[src/rtl/core/hid_pointer_report_converter_unit_defines.svh]
// assertion macros for the pointer report converter
`ifndef HID_POINTER_REPORT_CONVERTER_UNIT_DEFINES_SVH
`define HID_POINTER_REPORT_CONVERTER_UNIT_DEFINES_SVH
`ifndef SYNTH
`define HPRC_ASSERT(lbl, clk, rst_n, prop, msg) \
	lbl: assert property (@(posedge clk) disable iff (!rst_n) prop) else $error(msg);
`define HPRC_NEVER(lbl, clk, rst_n, cond, msg) \
	lbl: assert property (@(posedge clk) disable iff (!rst_n) !(cond)) else $error(msg);
`else
`define HPRC_ASSERT(lbl, clk, rst_n, prop, msg)
`define HPRC_NEVER(lbl, clk, rst_n, cond, msg)
`endif
`endif

[src/rtl/core/hprc_pkg.sv]
`timescale 1ns / 1ps
`default_nettype none
package hprc_pkg;
	localparam int unsigned HDR_DEPTH = 7;
	localparam int unsigned CNT_W = 5;
	localparam logic [CNT_W-1:0] CNT_MAX = 5'd31;
	localparam logic [CNT_W-1:0] BASIC_MIN_LEN = 5'd4;
	localparam logic [CNT_W-1:0] WIDE_LEN = 5'd7;
	localparam logic [CNT_W-1:0] PAD_LEN = 5'd19;
	localparam int unsigned QUEUE_DEPTH = 2;
	localparam int unsigned QPTR_W = $clog2(QUEUE_DEPTH);
	localparam int unsigned QCNT_W = $clog2(QUEUE_DEPTH + 1);
	localparam logic [6:0] CONTACT_NONE = 7'd0;
	localparam logic [6:0] CONTACT_ONE = 7'd1;
	localparam logic [6:0] CONTACT_TWO = 7'd2;
	localparam logic [4:0] SENS_RESET = 5'd1;
	localparam logic [10:0] JUMP_RESET = 11'd150;
	localparam int unsigned DIV_STEPS = 12;

	typedef enum logic [1:0] {
		KIND_BASIC = 2'd0,
		KIND_WIDE = 2'd1,
		KIND_PAD = 2'd2
	} kind_t;

	typedef enum logic {
		REG_SENS = 1'b0,
		REG_JUMP = 1'b1
	} reg_idx_t;

	typedef struct packed {
		kind_t kind;
		logic [HDR_DEPTH-1:0][7:0] hdr;
		logic [7:0] tail_byte;
	} cmd_t;

	typedef struct packed {
		logic full;
		logic empty;
	} q_status_t;

	typedef struct packed {
		logic [4:0] buttons;
		logic [11:0] move_x;
		logic [11:0] move_y;
		logic [7:0] scroll_vertical;
		logic [7:0] scroll_horizontal;
		logic last_of_run;
	} result_t;
endpackage
`default_nettype wire

[src/rtl/core/hprc_divider.sv]
`timescale 1ns / 1ps
`default_nettype none
module hprc_divider
	import hprc_pkg::*;
(
	input wire logic clk,
	input wire logic arst_n,
	input wire logic start,
	input wire logic [11:0] dividend,
	input wire logic [4:0] divisor,
	output logic busy,
	output logic [11:0] quotient
);
	logic busy_q;
	logic [3:0] step_q;
	logic [11:0] quo_q;
	logic [4:0] rem_q;
	logic [4:0] div_q;
	logic [5:0] trial;
	logic ge;
	logic [5:0] diff;

	assign trial = {rem_q, quo_q[11]};
	assign ge = trial >= {1'b0, div_q};
	assign diff = trial - {1'b0, div_q};

	always_ff @(posedge clk or negedge arst_n) begin
		if (!arst_n) begin
			busy_q <= 1'b0;
			step_q <= '0;
		end else if (start) begin
			busy_q <= 1'b1;
			step_q <= '0;
		end else if (busy_q) begin
			step_q <= step_q + 4'd1;
			if (step_q == 4'(DIV_STEPS - 1)) begin
				busy_q <= 1'b0;
			end
		end
	end

	always_ff @(posedge clk) begin
		if (start) begin
			quo_q <= dividend;
			rem_q <= '0;
			div_q <= (divisor == 5'd0) ? 5'd1 : divisor;
		end else if (busy_q) begin
			quo_q <= {quo_q[10:0], ge};
			rem_q <= ge ? diff[4:0] : trial[4:0];
		end
	end

	assign busy = busy_q;
	assign quotient = quo_q;
endmodule
`default_nettype wire

[src/rtl/core/hprc_front.sv]
`timescale 1ns / 1ps
`default_nettype none
module hprc_front
	import hprc_pkg::*;
(
	input wire logic clk,
	input wire logic arst_n,
	input wire logic s_axis_tvalid,
	output logic s_axis_tready,
	input wire logic [7:0] s_axis_tdata,
	input wire logic s_axis_tlast,
	input wire q_status_t q_status,
	output logic push,
	output cmd_t push_cmd
);
	logic [CNT_W-1:0] byte_count_q;
	logic [HDR_DEPTH-1:0][7:0] header_q;
	logic accept;
	logic [CNT_W-1:0] len;
	logic known;

	assign s_axis_tready = !q_status.full;
	assign accept = s_axis_tvalid && s_axis_tready;
	assign len = (byte_count_q == CNT_MAX) ? CNT_MAX : byte_count_q + 5'd1;

	always_ff @(posedge clk or negedge arst_n) begin
		if (!arst_n) begin
			byte_count_q <= '0;
		end else if (accept) begin
			if (s_axis_tlast) begin
				byte_count_q <= '0;
			end else if (byte_count_q != CNT_MAX) begin
				byte_count_q <= byte_count_q + 5'd1;
			end
		end
	end

	always_ff @(posedge clk) begin
		if (accept && byte_count_q < 5'(HDR_DEPTH)) begin
			header_q[byte_count_q[2:0]] <= s_axis_tdata;
		end
	end

	// current byte joins the stored header
	always_comb begin
		push_cmd.hdr = header_q;
		if (byte_count_q < 5'(HDR_DEPTH)) begin
			push_cmd.hdr[byte_count_q[2:0]] = s_axis_tdata;
		end
		push_cmd.tail_byte = s_axis_tdata;
		push_cmd.kind = KIND_BASIC;
		known = 1'b0;
		if (len == WIDE_LEN) begin
			push_cmd.kind = KIND_WIDE;
			known = 1'b1;
		end else if (len == PAD_LEN) begin
			push_cmd.kind = KIND_PAD;
			known = 1'b1;
		end else if (len >= BASIC_MIN_LEN && len < WIDE_LEN) begin
			known = 1'b1;
		end
	end

	assign push = accept && s_axis_tlast && known;
endmodule
`default_nettype wire

[src/rtl/core/hprc_queue.sv]
`timescale 1ns / 1ps
`default_nettype none
`include "hid_pointer_report_converter_unit_defines.svh"
module hprc_queue
	import hprc_pkg::*;
(
	input wire logic clk,
	input wire logic arst_n,
	input wire logic push,
	input wire cmd_t push_cmd,
	input wire logic pop,
	output cmd_t head_cmd,
	output q_status_t status
);
	cmd_t mem_q [QUEUE_DEPTH];
	logic [QPTR_W-1:0] wr_ptr_q;
	logic [QPTR_W-1:0] rd_ptr_q;
	logic [QCNT_W-1:0] count_q;

	always_ff @(posedge clk or negedge arst_n) begin
		if (!arst_n) begin
			wr_ptr_q <= '0;
			rd_ptr_q <= '0;
			count_q <= '0;
		end else begin
			if (push) begin
				wr_ptr_q <= wr_ptr_q + QPTR_W'(1);
			end
			if (pop) begin
				rd_ptr_q <= rd_ptr_q + QPTR_W'(1);
			end
			if (push && !pop) begin
				count_q <= count_q + QCNT_W'(1);
			end else if (pop && !push) begin
				count_q <= count_q - QCNT_W'(1);
			end
		end
	end

	always_ff @(posedge clk) begin
		if (push) begin
			mem_q[wr_ptr_q] <= push_cmd;
		end
	end

	assign head_cmd = mem_q[rd_ptr_q];
	assign status.full = count_q == QCNT_W'(QUEUE_DEPTH);
	assign status.empty = count_q == '0;

	`HPRC_NEVER(a_no_overflow, clk, arst_n, push && status.full, "push into full queue")
	`HPRC_NEVER(a_no_underflow, clk, arst_n, pop && status.empty, "pop from empty queue")
	`HPRC_ASSERT(a_count_range, clk, arst_n, count_q <= QCNT_W'(QUEUE_DEPTH), "queue count out of range")
endmodule
`default_nettype wire

[src/rtl/core/hprc_back.sv]
`timescale 1ns / 1ps
`default_nettype none
`include "hid_pointer_report_converter_unit_defines.svh"
module hprc_back
	import hprc_pkg::*;
(
	input wire logic clk,
	input wire logic arst_n,
	input wire cmd_t head_cmd,
	input wire q_status_t q_status,
	output logic pop,
	input wire logic cfg_we,
	input wire logic cfg_index,
	input wire logic [10:0] cfg_data,
	output logic m_valid,
	input wire logic m_ready,
	output result_t m_result
);
	typedef enum logic [4:0] {
		ST_IDLE = 5'b00001,
		ST_EVAL = 5'b00010,
		ST_DIV = 5'b00100,
		ST_EMIT_A = 5'b01000,
		ST_EMIT_B = 5'b10000
	} st_t;

	st_t state_q;
	st_t state_d;
	cmd_t cmd_q;
	logic [4:0] sens_q;
	logic [10:0] jump_q;

	logic click_held_q;
	logic [6:0] last_cc_q;
	logic [11:0] pprev_x_q;
	logic [11:0] pprev_y_q;
	logic pvalid_q;
	logic pactive_q;
	logic [11:0] sprev_y_q;
	logic svalid_q;
	logic sactive_q;

	logic click_pend_q;
	logic sec_valid_q;
	result_t res_b_q;
	logic sx_q;
	logic sy_q;
	logic m_valid_q;
	result_t m_result_q;

	logic [7:0] b0, b1, b2, b3, b4, b5, b6;
	logic click;
	logic [6:0] count;
	logic tip;
	logic [11:0] x, y;
	logic cnt_chg, pv_eff, sv_eff;
	logic [12:0] dx, dy, dsy, nx, ny, nsy;
	logic [11:0] ax, ay, asy;
	logic [11:0] lim;
	logic [12:0] q8, s_full;
	logic [7:0] s_sat;
	logic scroll_hit, move_try;
	logic pv_n, sv_n, pa_n, sa_n;
	result_t res_eval;
	result_t res_move;
	result_t res_click;
	logic slot_free;
	logic div_start;
	logic bx_busy, by_busy;
	logic [11:0] qx, qy;
	logic [11:0] mx, my;

	assign b0 = cmd_q.hdr[0];
	assign b1 = cmd_q.hdr[1];
	assign b2 = cmd_q.hdr[2];
	assign b3 = cmd_q.hdr[3];
	assign b4 = cmd_q.hdr[4];
	assign b5 = cmd_q.hdr[5];
	assign b6 = cmd_q.hdr[6];

	assign click = cmd_q.tail_byte[7];
	assign count = cmd_q.tail_byte[6:0];
	assign tip = b0[1];
	assign x = {b2[3:0], b1};
	assign y = {b3, b2[7:4]};
	assign cnt_chg = count != last_cc_q;
	assign pv_eff = pvalid_q && !cnt_chg;
	assign sv_eff = svalid_q && !cnt_chg;
	assign lim = {1'b0, jump_q};

	assign dx = {1'b0, x} - {1'b0, pprev_x_q};
	assign dy = {1'b0, y} - {1'b0, pprev_y_q};
	assign dsy = {1'b0, y} - {1'b0, sprev_y_q};
	assign nx = dx[12] ? -dx : dx;
	assign ny = dy[12] ? -dy : dy;
	assign nsy = dsy[12] ? -dsy : dsy;
	assign ax = nx[11:0];
	assign ay = ny[11:0];
	assign asy = nsy[11:0];

	// scroll step, truncating toward zero then negated and clamped
	always_comb begin
		q8 = 13'($signed(dsy) >>> 3);
		if (dsy[12] && dsy[2:0] != 3'd0) begin
			q8 = q8 + 13'd1;
		end
		s_full = -q8;
		if ($signed(s_full) > 13'sd127) begin
			s_sat = 8'h7F;
		end else if ($signed(s_full) < -13'sd128) begin
			s_sat = 8'h80;
		end else begin
			s_sat = s_full[7:0];
		end
	end

	assign scroll_hit = count == CONTACT_TWO && tip && sv_eff && asy < lim && q8 != 13'd0;
	assign move_try = count == CONTACT_ONE && tip && pv_eff && ax < lim && ay < lim;

	always_comb begin
		pv_n = pv_eff;
		sv_n = sv_eff;
		pa_n = pactive_q;
		sa_n = sactive_q;
		if (count == CONTACT_TWO) begin
			sv_n = tip;
			sa_n = tip;
		end else if (count == CONTACT_ONE && tip) begin
			pv_n = 1'b1;
			pa_n = 1'b1;
		end else if (count == CONTACT_NONE && (pactive_q || sactive_q)) begin
			pv_n = 1'b0;
			sv_n = 1'b0;
			pa_n = 1'b0;
			sa_n = 1'b0;
		end
	end

	always_comb begin
		res_eval = '0;
		res_eval.last_of_run = 1'b1;
		unique case (cmd_q.kind)
			KIND_WIDE: begin
				res_eval.buttons = b0[4:0];
				res_eval.move_x = {b3[3:0], b2};
				res_eval.move_y = {b4, b3[7:4]};
				res_eval.scroll_vertical = b5;
				res_eval.scroll_horizontal = b6;
			end
			KIND_PAD: begin
				res_eval.scroll_vertical = s_sat;
			end
			default: begin
				res_eval.buttons = {2'b00, b0[2:0]};
				res_eval.move_x = {{4{b1[7]}}, b1};
				res_eval.move_y = {{4{b2[7]}}, b2};
				res_eval.scroll_vertical = b3;
			end
		endcase
	end

	always_comb begin
		res_move = '0;
		res_move.buttons = {4'b0000, click_held_q};
		res_move.move_x = mx;
		res_move.move_y = my;
		res_move.last_of_run = 1'b1;
		res_click = '0;
		res_click.buttons = {4'b0000, click_held_q};
		res_click.last_of_run = !sec_valid_q;
	end

	assign mx = sx_q ? -qx : qx;
	assign my = sy_q ? -qy : qy;
	assign slot_free = !m_valid_q || m_ready;
	assign pop = state_q == ST_IDLE && !q_status.empty;
	assign div_start = state_q == ST_EVAL && cmd_q.kind == KIND_PAD && move_try;

	hprc_divider u_div_x (
		.clk(clk),
		.arst_n(arst_n),
		.start(div_start),
		.dividend(ax),
		.divisor(sens_q),
		.busy(bx_busy),
		.quotient(qx)
	);

	hprc_divider u_div_y (
		.clk(clk),
		.arst_n(arst_n),
		.start(div_start),
		.dividend(ay),
		.divisor(sens_q),
		.busy(by_busy),
		.quotient(qy)
	);

	always_comb begin
		state_d = state_q;
		unique case (state_q)
			ST_IDLE: begin
				if (!q_status.empty) begin
					state_d = ST_EVAL;
				end
			end
			ST_EVAL: begin
				if (cmd_q.kind != KIND_PAD) begin
					state_d = ST_EMIT_B;
				end else if (move_try) begin
					state_d = ST_DIV;
				end else if (click != click_held_q) begin
					state_d = ST_EMIT_A;
				end else if (scroll_hit) begin
					state_d = ST_EMIT_B;
				end else begin
					state_d = ST_IDLE;
				end
			end
			ST_DIV: begin
				if (!bx_busy) begin
					if (click_pend_q) begin
						state_d = ST_EMIT_A;
					end else if (qx != 12'd0 || qy != 12'd0) begin
						state_d = ST_EMIT_B;
					end else begin
						state_d = ST_IDLE;
					end
				end
			end
			ST_EMIT_A: begin
				if (slot_free) begin
					state_d = sec_valid_q ? ST_EMIT_B : ST_IDLE;
				end
			end
			ST_EMIT_B: begin
				if (slot_free) begin
					state_d = ST_IDLE;
				end
			end
			default: state_d = ST_IDLE;
		endcase
	end

	always_ff @(posedge clk or negedge arst_n) begin
		if (!arst_n) begin
			state_q <= ST_IDLE;
			sens_q <= SENS_RESET;
			jump_q <= JUMP_RESET;
			click_held_q <= 1'b0;
			last_cc_q <= '0;
			pprev_x_q <= '0;
			pprev_y_q <= '0;
			pvalid_q <= 1'b0;
			pactive_q <= 1'b0;
			sprev_y_q <= '0;
			svalid_q <= 1'b0;
			sactive_q <= 1'b0;
			click_pend_q <= 1'b0;
			sec_valid_q <= 1'b0;
			m_valid_q <= 1'b0;
		end else begin
			state_q <= state_d;
			if (cfg_we) begin
				case (reg_idx_t'(cfg_index))
					REG_SENS: sens_q <= cfg_data[4:0];
					REG_JUMP: jump_q <= cfg_data;
					default: ;
				endcase
			end
			if (state_q == ST_EVAL) begin
				click_pend_q <= cmd_q.kind == KIND_PAD && click != click_held_q;
				sec_valid_q <= cmd_q.kind != KIND_PAD || scroll_hit;
				if (cmd_q.kind == KIND_PAD) begin
					click_held_q <= click;
					last_cc_q <= count;
					pvalid_q <= pv_n;
					svalid_q <= sv_n;
					pactive_q <= pa_n;
					sactive_q <= sa_n;
					if (count == CONTACT_TWO) begin
						sprev_y_q <= y;
					end else if (count == CONTACT_ONE && tip) begin
						pprev_x_q <= x;
						pprev_y_q <= y;
					end
				end
			end
			if (state_q == ST_DIV && !bx_busy) begin
				sec_valid_q <= qx != 12'd0 || qy != 12'd0;
			end
			if ((state_q == ST_EMIT_A || state_q == ST_EMIT_B) && slot_free) begin
				m_valid_q <= 1'b1;
			end else if (m_ready) begin
				m_valid_q <= 1'b0;
			end
		end
	end

	always_ff @(posedge clk) begin
		if (pop) begin
			cmd_q <= head_cmd;
		end
		if (state_q == ST_EVAL) begin
			res_b_q <= res_eval;
			sx_q <= dx[12];
			sy_q <= dy[12];
		end
		if (state_q == ST_DIV && !bx_busy) begin
			res_b_q <= res_move;
		end
		if (state_q == ST_EMIT_A && slot_free) begin
			m_result_q <= res_click;
		end else if (state_q == ST_EMIT_B && slot_free) begin
			m_result_q <= res_b_q;
		end
	end

	assign m_valid = m_valid_q;
	assign m_result = m_result_q;

	`HPRC_ASSERT(a_div_pad, clk, arst_n, state_q == ST_DIV |-> cmd_q.kind == KIND_PAD, "divide on a non trackpad report")
	`HPRC_ASSERT(a_div_lockstep, clk, arst_n, bx_busy == by_busy, "x and y dividers out of step")
	`HPRC_ASSERT(a_emit_b_has_word, clk, arst_n, state_q == ST_EMIT_B |-> sec_valid_q, "second word state without a word")
endmodule
`default_nettype wire

[src/rtl/core/hid_pointer_report_converter_unit.sv]
// path: a report's end byte is queued, then popped into the command register and decoded
// in ST_EVAL; a one-finger trackpad move runs the 12-step delta divider in ST_DIV before
// the result word is registered in ST_EMIT_A or ST_EMIT_B. throughput: one byte per cycle
// into a 2-entry report queue while it is not full; the back end pops one report at a time
// reset: arst_n clears byte count, queue, trackpad state and output valid; registers reload
// their defaults (divisor 1, jump limit 150)
`timescale 1ns / 1ps
`default_nettype none
module hid_pointer_report_converter_unit
	import hprc_pkg::*;
(
	input wire logic clk,
	input wire logic arst_n,
	input wire logic s_axis_tvalid,
	output logic s_axis_tready,
	input wire logic [7:0] s_axis_tdata, // report_byte
	input wire logic s_axis_tlast,
	output logic m_axis_tvalid,
	input wire logic m_axis_tready,
	// buttons, move_x, move_y, scroll_vertical, scroll_horizontal, zero fill
	output logic [47:0] m_axis_tdata,
	output logic m_axis_tlast,
	input wire logic cfg_we,
	input wire logic cfg_index,
	input wire logic [10:0] cfg_data
);
	logic push;
	cmd_t push_cmd;
	logic pop;
	cmd_t head_cmd;
	q_status_t q_status;
	result_t result;

	hprc_front u_front (
		.clk(clk),
		.arst_n(arst_n),
		.s_axis_tvalid(s_axis_tvalid),
		.s_axis_tready(s_axis_tready),
		.s_axis_tdata(s_axis_tdata),
		.s_axis_tlast(s_axis_tlast),
		.q_status(q_status),
		.push(push),
		.push_cmd(push_cmd)
	);

	hprc_queue u_queue (
		.clk(clk),
		.arst_n(arst_n),
		.push(push),
		.push_cmd(push_cmd),
		.pop(pop),
		.head_cmd(head_cmd),
		.status(q_status)
	);

	hprc_back u_back (
		.clk(clk),
		.arst_n(arst_n),
		.head_cmd(head_cmd),
		.q_status(q_status),
		.pop(pop),
		.cfg_we(cfg_we),
		.cfg_index(cfg_index),
		.cfg_data(cfg_data),
		.m_valid(m_axis_tvalid),
		.m_ready(m_axis_tready),
		.m_result(result)
	);

	assign m_axis_tdata = {3'b000, result.scroll_horizontal, result.scroll_vertical,
		result.move_y, result.move_x, result.buttons};
	assign m_axis_tlast = result.last_of_run;
endmodule
`default_nettype wire

[config.mk]
export PLATFORM = sky130hd
export DESIGN_NAME = hid_pointer_report_converter_unit
export DESIGN_NICKNAME = d
export VERILOG_FILES = /design/src/rtl/core/hprc_pkg.sv /design/src/rtl/core/hprc_divider.sv /design/src/rtl/core/hprc_front.sv /design/src/rtl/core/hprc_queue.sv /design/src/rtl/core/hprc_back.sv /design/src/rtl/core/hid_pointer_report_converter_unit.sv
export VERILOG_INCLUDE_DIRS = /design/src /design/src/rtl/core
export SDC_FILE = /design/constraint.sdc
export NUM_CORES = 1
export LEC_CHECK = 0
export BUFFER_PORTS_ARGS = -buffer_cell sky130_fd_sc_hd__buf_2
export CORE_ASPECT_RATIO = 1.1
export CORE_MARGIN = 2
export CORE_UTILIZATION = 55
export CTS_CLUSTER_SIZE = 30
export DETAILED_ROUTE_END_ITERATION = 12
export PLACE_DENSITY = 0.71
export SLEW_MARGIN = 20
export SYNTH_ARGS = -nofsm -noshare
export SYNTH_HDL_FRONTEND = slang
export SYNTH_SLANG_ARGS = --single-unit
export TNS_END_PERCENT = 50
[constraint.sdc]
create_clock -name clk -period 5.4 [get_ports clk]
set_clock_uncertainty 0.2 [all_clocks]
set_input_delay 0.54 -clock clk [delete_from_list [all_inputs] [get_ports clk]]
set_output_delay 0.54 -clock clk [all_outputs]
set_load 0.02 [all_outputs]
==> qor.yml <==
run_status:
  status: "finished, final reports clean"
worst_setup_path:
  cp-end-kind: "flip-flop"
  r2r_slack_ps: 80
  cp.required_ps: 5530
  critPathTopFamily: "compound AO/OA/AOI/OAI gates"
  arrival_ps: 5450
  crit_slowest_cell: "edfxtp_1"
  path_class: "reg -> reg"
  rr_worst_depth: 25
  slowest_delay_ps: 400
  r2r_start: "u_back.b1[0]"
  worstSetupStartpointType: "flip-flop"
  critPathBufInv: 7
  crit_fanout: 7
  worstReg2RegEnd: "u_back.u_div_y.quotient[10]"
floorplanning:
  io_pins: 77
  die_w_microns: 201
  initial_core_util: 0.557
  die_area_sq_um: 44500
  die_h_microns: 221
  core_sq_um: 42300
  fp-row-count: 79
placed_design:
  gp_congestion: 0.901
  post-dp-hpwl_mm: 39.7
  portBuffers: 73
synth:
  synth-seq-cells: 465
  synth-main-ff-cell: "edfxtp_1"
  synth.top_cell.area_share: 0.382
  seq_area_frac_synth: 0.542
  yosysTopAreaCell: "edfxtp_1"
  synth_cell_types: 105
  synthArstFlopShare: 0.196
  syn_inst: 1992
  synth.avg_cell_area_sq_um: 11.8
  synth.area.top_cells: "edfxtp_1 38%, mux2_2 11%, dfrtp_1 9.0%"
  synth_warnings: 0
  synth.cell_area_sq_um: 23600
  synth_edf_count: 300
flow_run:
  maxCapViolCount: 0
drt:
  vias_per_cell: 5.81
  drc: 0
  wl_mm: 55.5
  postRouteAntennaNets: 0
  first_pass_iters: 5
  wl_per_cell_microns: 20.5
  drtIter0Drc: 1199
  via_count: 15750
hold_path:
  hold_path.class: "in -> reg"
  min_from: "cfg_data[7]"
  min_path_cells: 2
  hold_end: "u_back.jump_q[7]"
grt:
  grt_overflow: 0
  grt_max_degree: 65
  first_global_vias: 15706
  grt_pass1_wl_mm: 87.5
  grt_usage: 0.250
  antenna_found_initial: 0
pwr:
  powerDensity_nw_per_um2: 616
  leakagePower_nw: 10.3
  peakVddDrop_mv: 0.504
  power_mw: 16.4
sta:
  worst_pin_slew_ps: 1120
  max-slew-margin-rel: 0.245
  fin_crit_ps: 5320
  finalCritPeriodShare: 0.984
  rsz0062_at_grt: "yes"
  worst_hold_slack_ps: 16.5
  hold_viol_final: 0
  fmax_ghz: 0.188
  slew_viol_final: 0
  finalSetupViolCount: 0
layout:
  num_antenna_cells: 0
  final_cell_mix: "300 x edfxtp_1, 215 x mux2_2, 214 x nand2_1"
  layout_commonest_cell: "edfxtp_1"
  syn2layout_area_growth_pct: 13.0
  nNetsFinal: 2229
  drive_gt1_frac: 0.246
clock_tree:
  numCtsBuffers: 48
  clock_sinks: 465
  cts_tree: "yes"
  path_clk_slew_ps: 70
  cts_max_level: 2
  clockBufferDepth: 3
  cts_root_buffer: "clkbuf_16"
  clk_latency_ps: 590
==> cells by family (layout without fill, tap and decap cells) <==
family	count (synthesis)	in the layout	synth area share
mux	247	247	0.117
compound gates	367	367	0.100
simple gates	524	526	0.111
xor+xnor	105	105	0.0406
other cells	1	3	0.000159
buf+inv	184	331	0.0345
flops	465	465	0.542
fa+ha+maj	99	99	0.0542
==> through the flow <==
step	utilization	setup TNS (ps)	instance area [sq um]	cells	worst slack (ps)
floorplan	-	0	23600	1994	114
global placement	0.583	0	24700	2601	64.9
detailed placement	0.583	-3050	24700	2601	-99.0
CTS	0.624	0	26400	2702	0.584
global route	0.630	-5680	26600	2710	-174
finish	0.630	0	26600	2710	85.0
==> Yosys cell counts (all sizes together) (22+ instances only) <==
master,n
dfrtp,85
o21ai,92
nand3,38
nand2,216
o22ai,28
xnor2,57
clkbuf,71
edfxtp,300
mux2,235
ha,94
a21oi,104
nor3,32
nor2,84
xor2,47
inv,98
nor2b,22
dfxtp,74
==> registers in the layout (all words and copies together) (netlist names), 7 cells and up <==
name and cells:
u_back.b1 8, u_back.m_result 46, u_back.b2 8, u_front.header_q 53, u_back.u_div_y.quotient 12, u_back.res_b_q 45
u_queue.mem_q 126, u_back.b4 8, u_back.b5 8, u_back.u_div_x.quotient 12, u_back.pprev_x_q 12, u_back.jump_q 11
u_back.sprev_y_q 12, u_back.b3 8, u_back.pprev_y_q 12, u_back.cmd_q 9, u_back.b6 8, u_back.last_cc_q 7
==> worst register-to-register path, cell delays in order (launching register included) <==
cell and delay [ps]:
edfxtp_1 400, inv_2 100, ha_4 140, inv_2 40, fa_2 350, a21o_1 160, a21o_1 170, a2111o_1 370
a31oi_2 210, o211ai_1 100, a21o_1 210, inv_2 80, buf_4 100, buf_4 120, nand2_1 60, xnor2_1 260
ha_1 300, nor2b_1 140, o21ai_0 250, and4b_1 240, o211a_1 200, nand4b_4 150, nor2_8 140, buf_12 130
clkbuf_16 140, mux2_4 290
==> worst max-delay path by stage <==
stage	startpoint	to	slack, ps	cells past startpoint
CTS	u_back.b1[0]	u_back.u_div_x.quotient[8]	0.6	26
global route	u_back.b2[4]	u_back.u_div_y.quotient[10]	-170	24
floorplan	u_back.b1[0]	u_back.u_div_x.quotient[3]	110	26
detailed placement	u_back.b2[4]	u_back.u_div_y.quotient[1]	-100	25
finish	u_back.b1[0]	u_back.u_div_y.quotient[10]	80	25
global placement	u_back.b1[0]	u_back.u_div_y.quotient[1]	60	26
==> where the power goes <==
group	internal, mW	switching [mW]	total (mW)	leakage, nW
Combinational	3.04	4.37	7.42	4.91
Clock	1.89	1.38	3.27	0.784
Sequential	5.08	0.638	5.72	4.58
==> cell type report <==
type                    instances  area (sq um)
clock inverters                19           150
fillers                      3268         15700
well taps                     567           709
flip-flops and latches        465         12800
repair buffers                144          1000
clock buffers                  70          1430
inverters                      98           368
multi-input cells            1347         10200
==> layer usage <==
metal | global-route usage | routed length (microns) | vias up
met4 | 0.0804 | 1790 | 0
met5 | 0 | 0 | -
li1 | - | - | 7512
met2 | 0.421 | 27000 | 360
met1 | 0.334 | 24500 | 7786
met3 | 0.0352 | 2220 | 92
==> what timing repair did <==
item,CTS,global route
gates cloned,1,3
buffers inserted,4,5
hold endpoints to repair,43,0
hold buffers,7,0
gates resized for setup,11,43
setup endpoints to repair,46,74
pin swaps,9,17
Note: power is estimated with default switching activity, not from simulation.
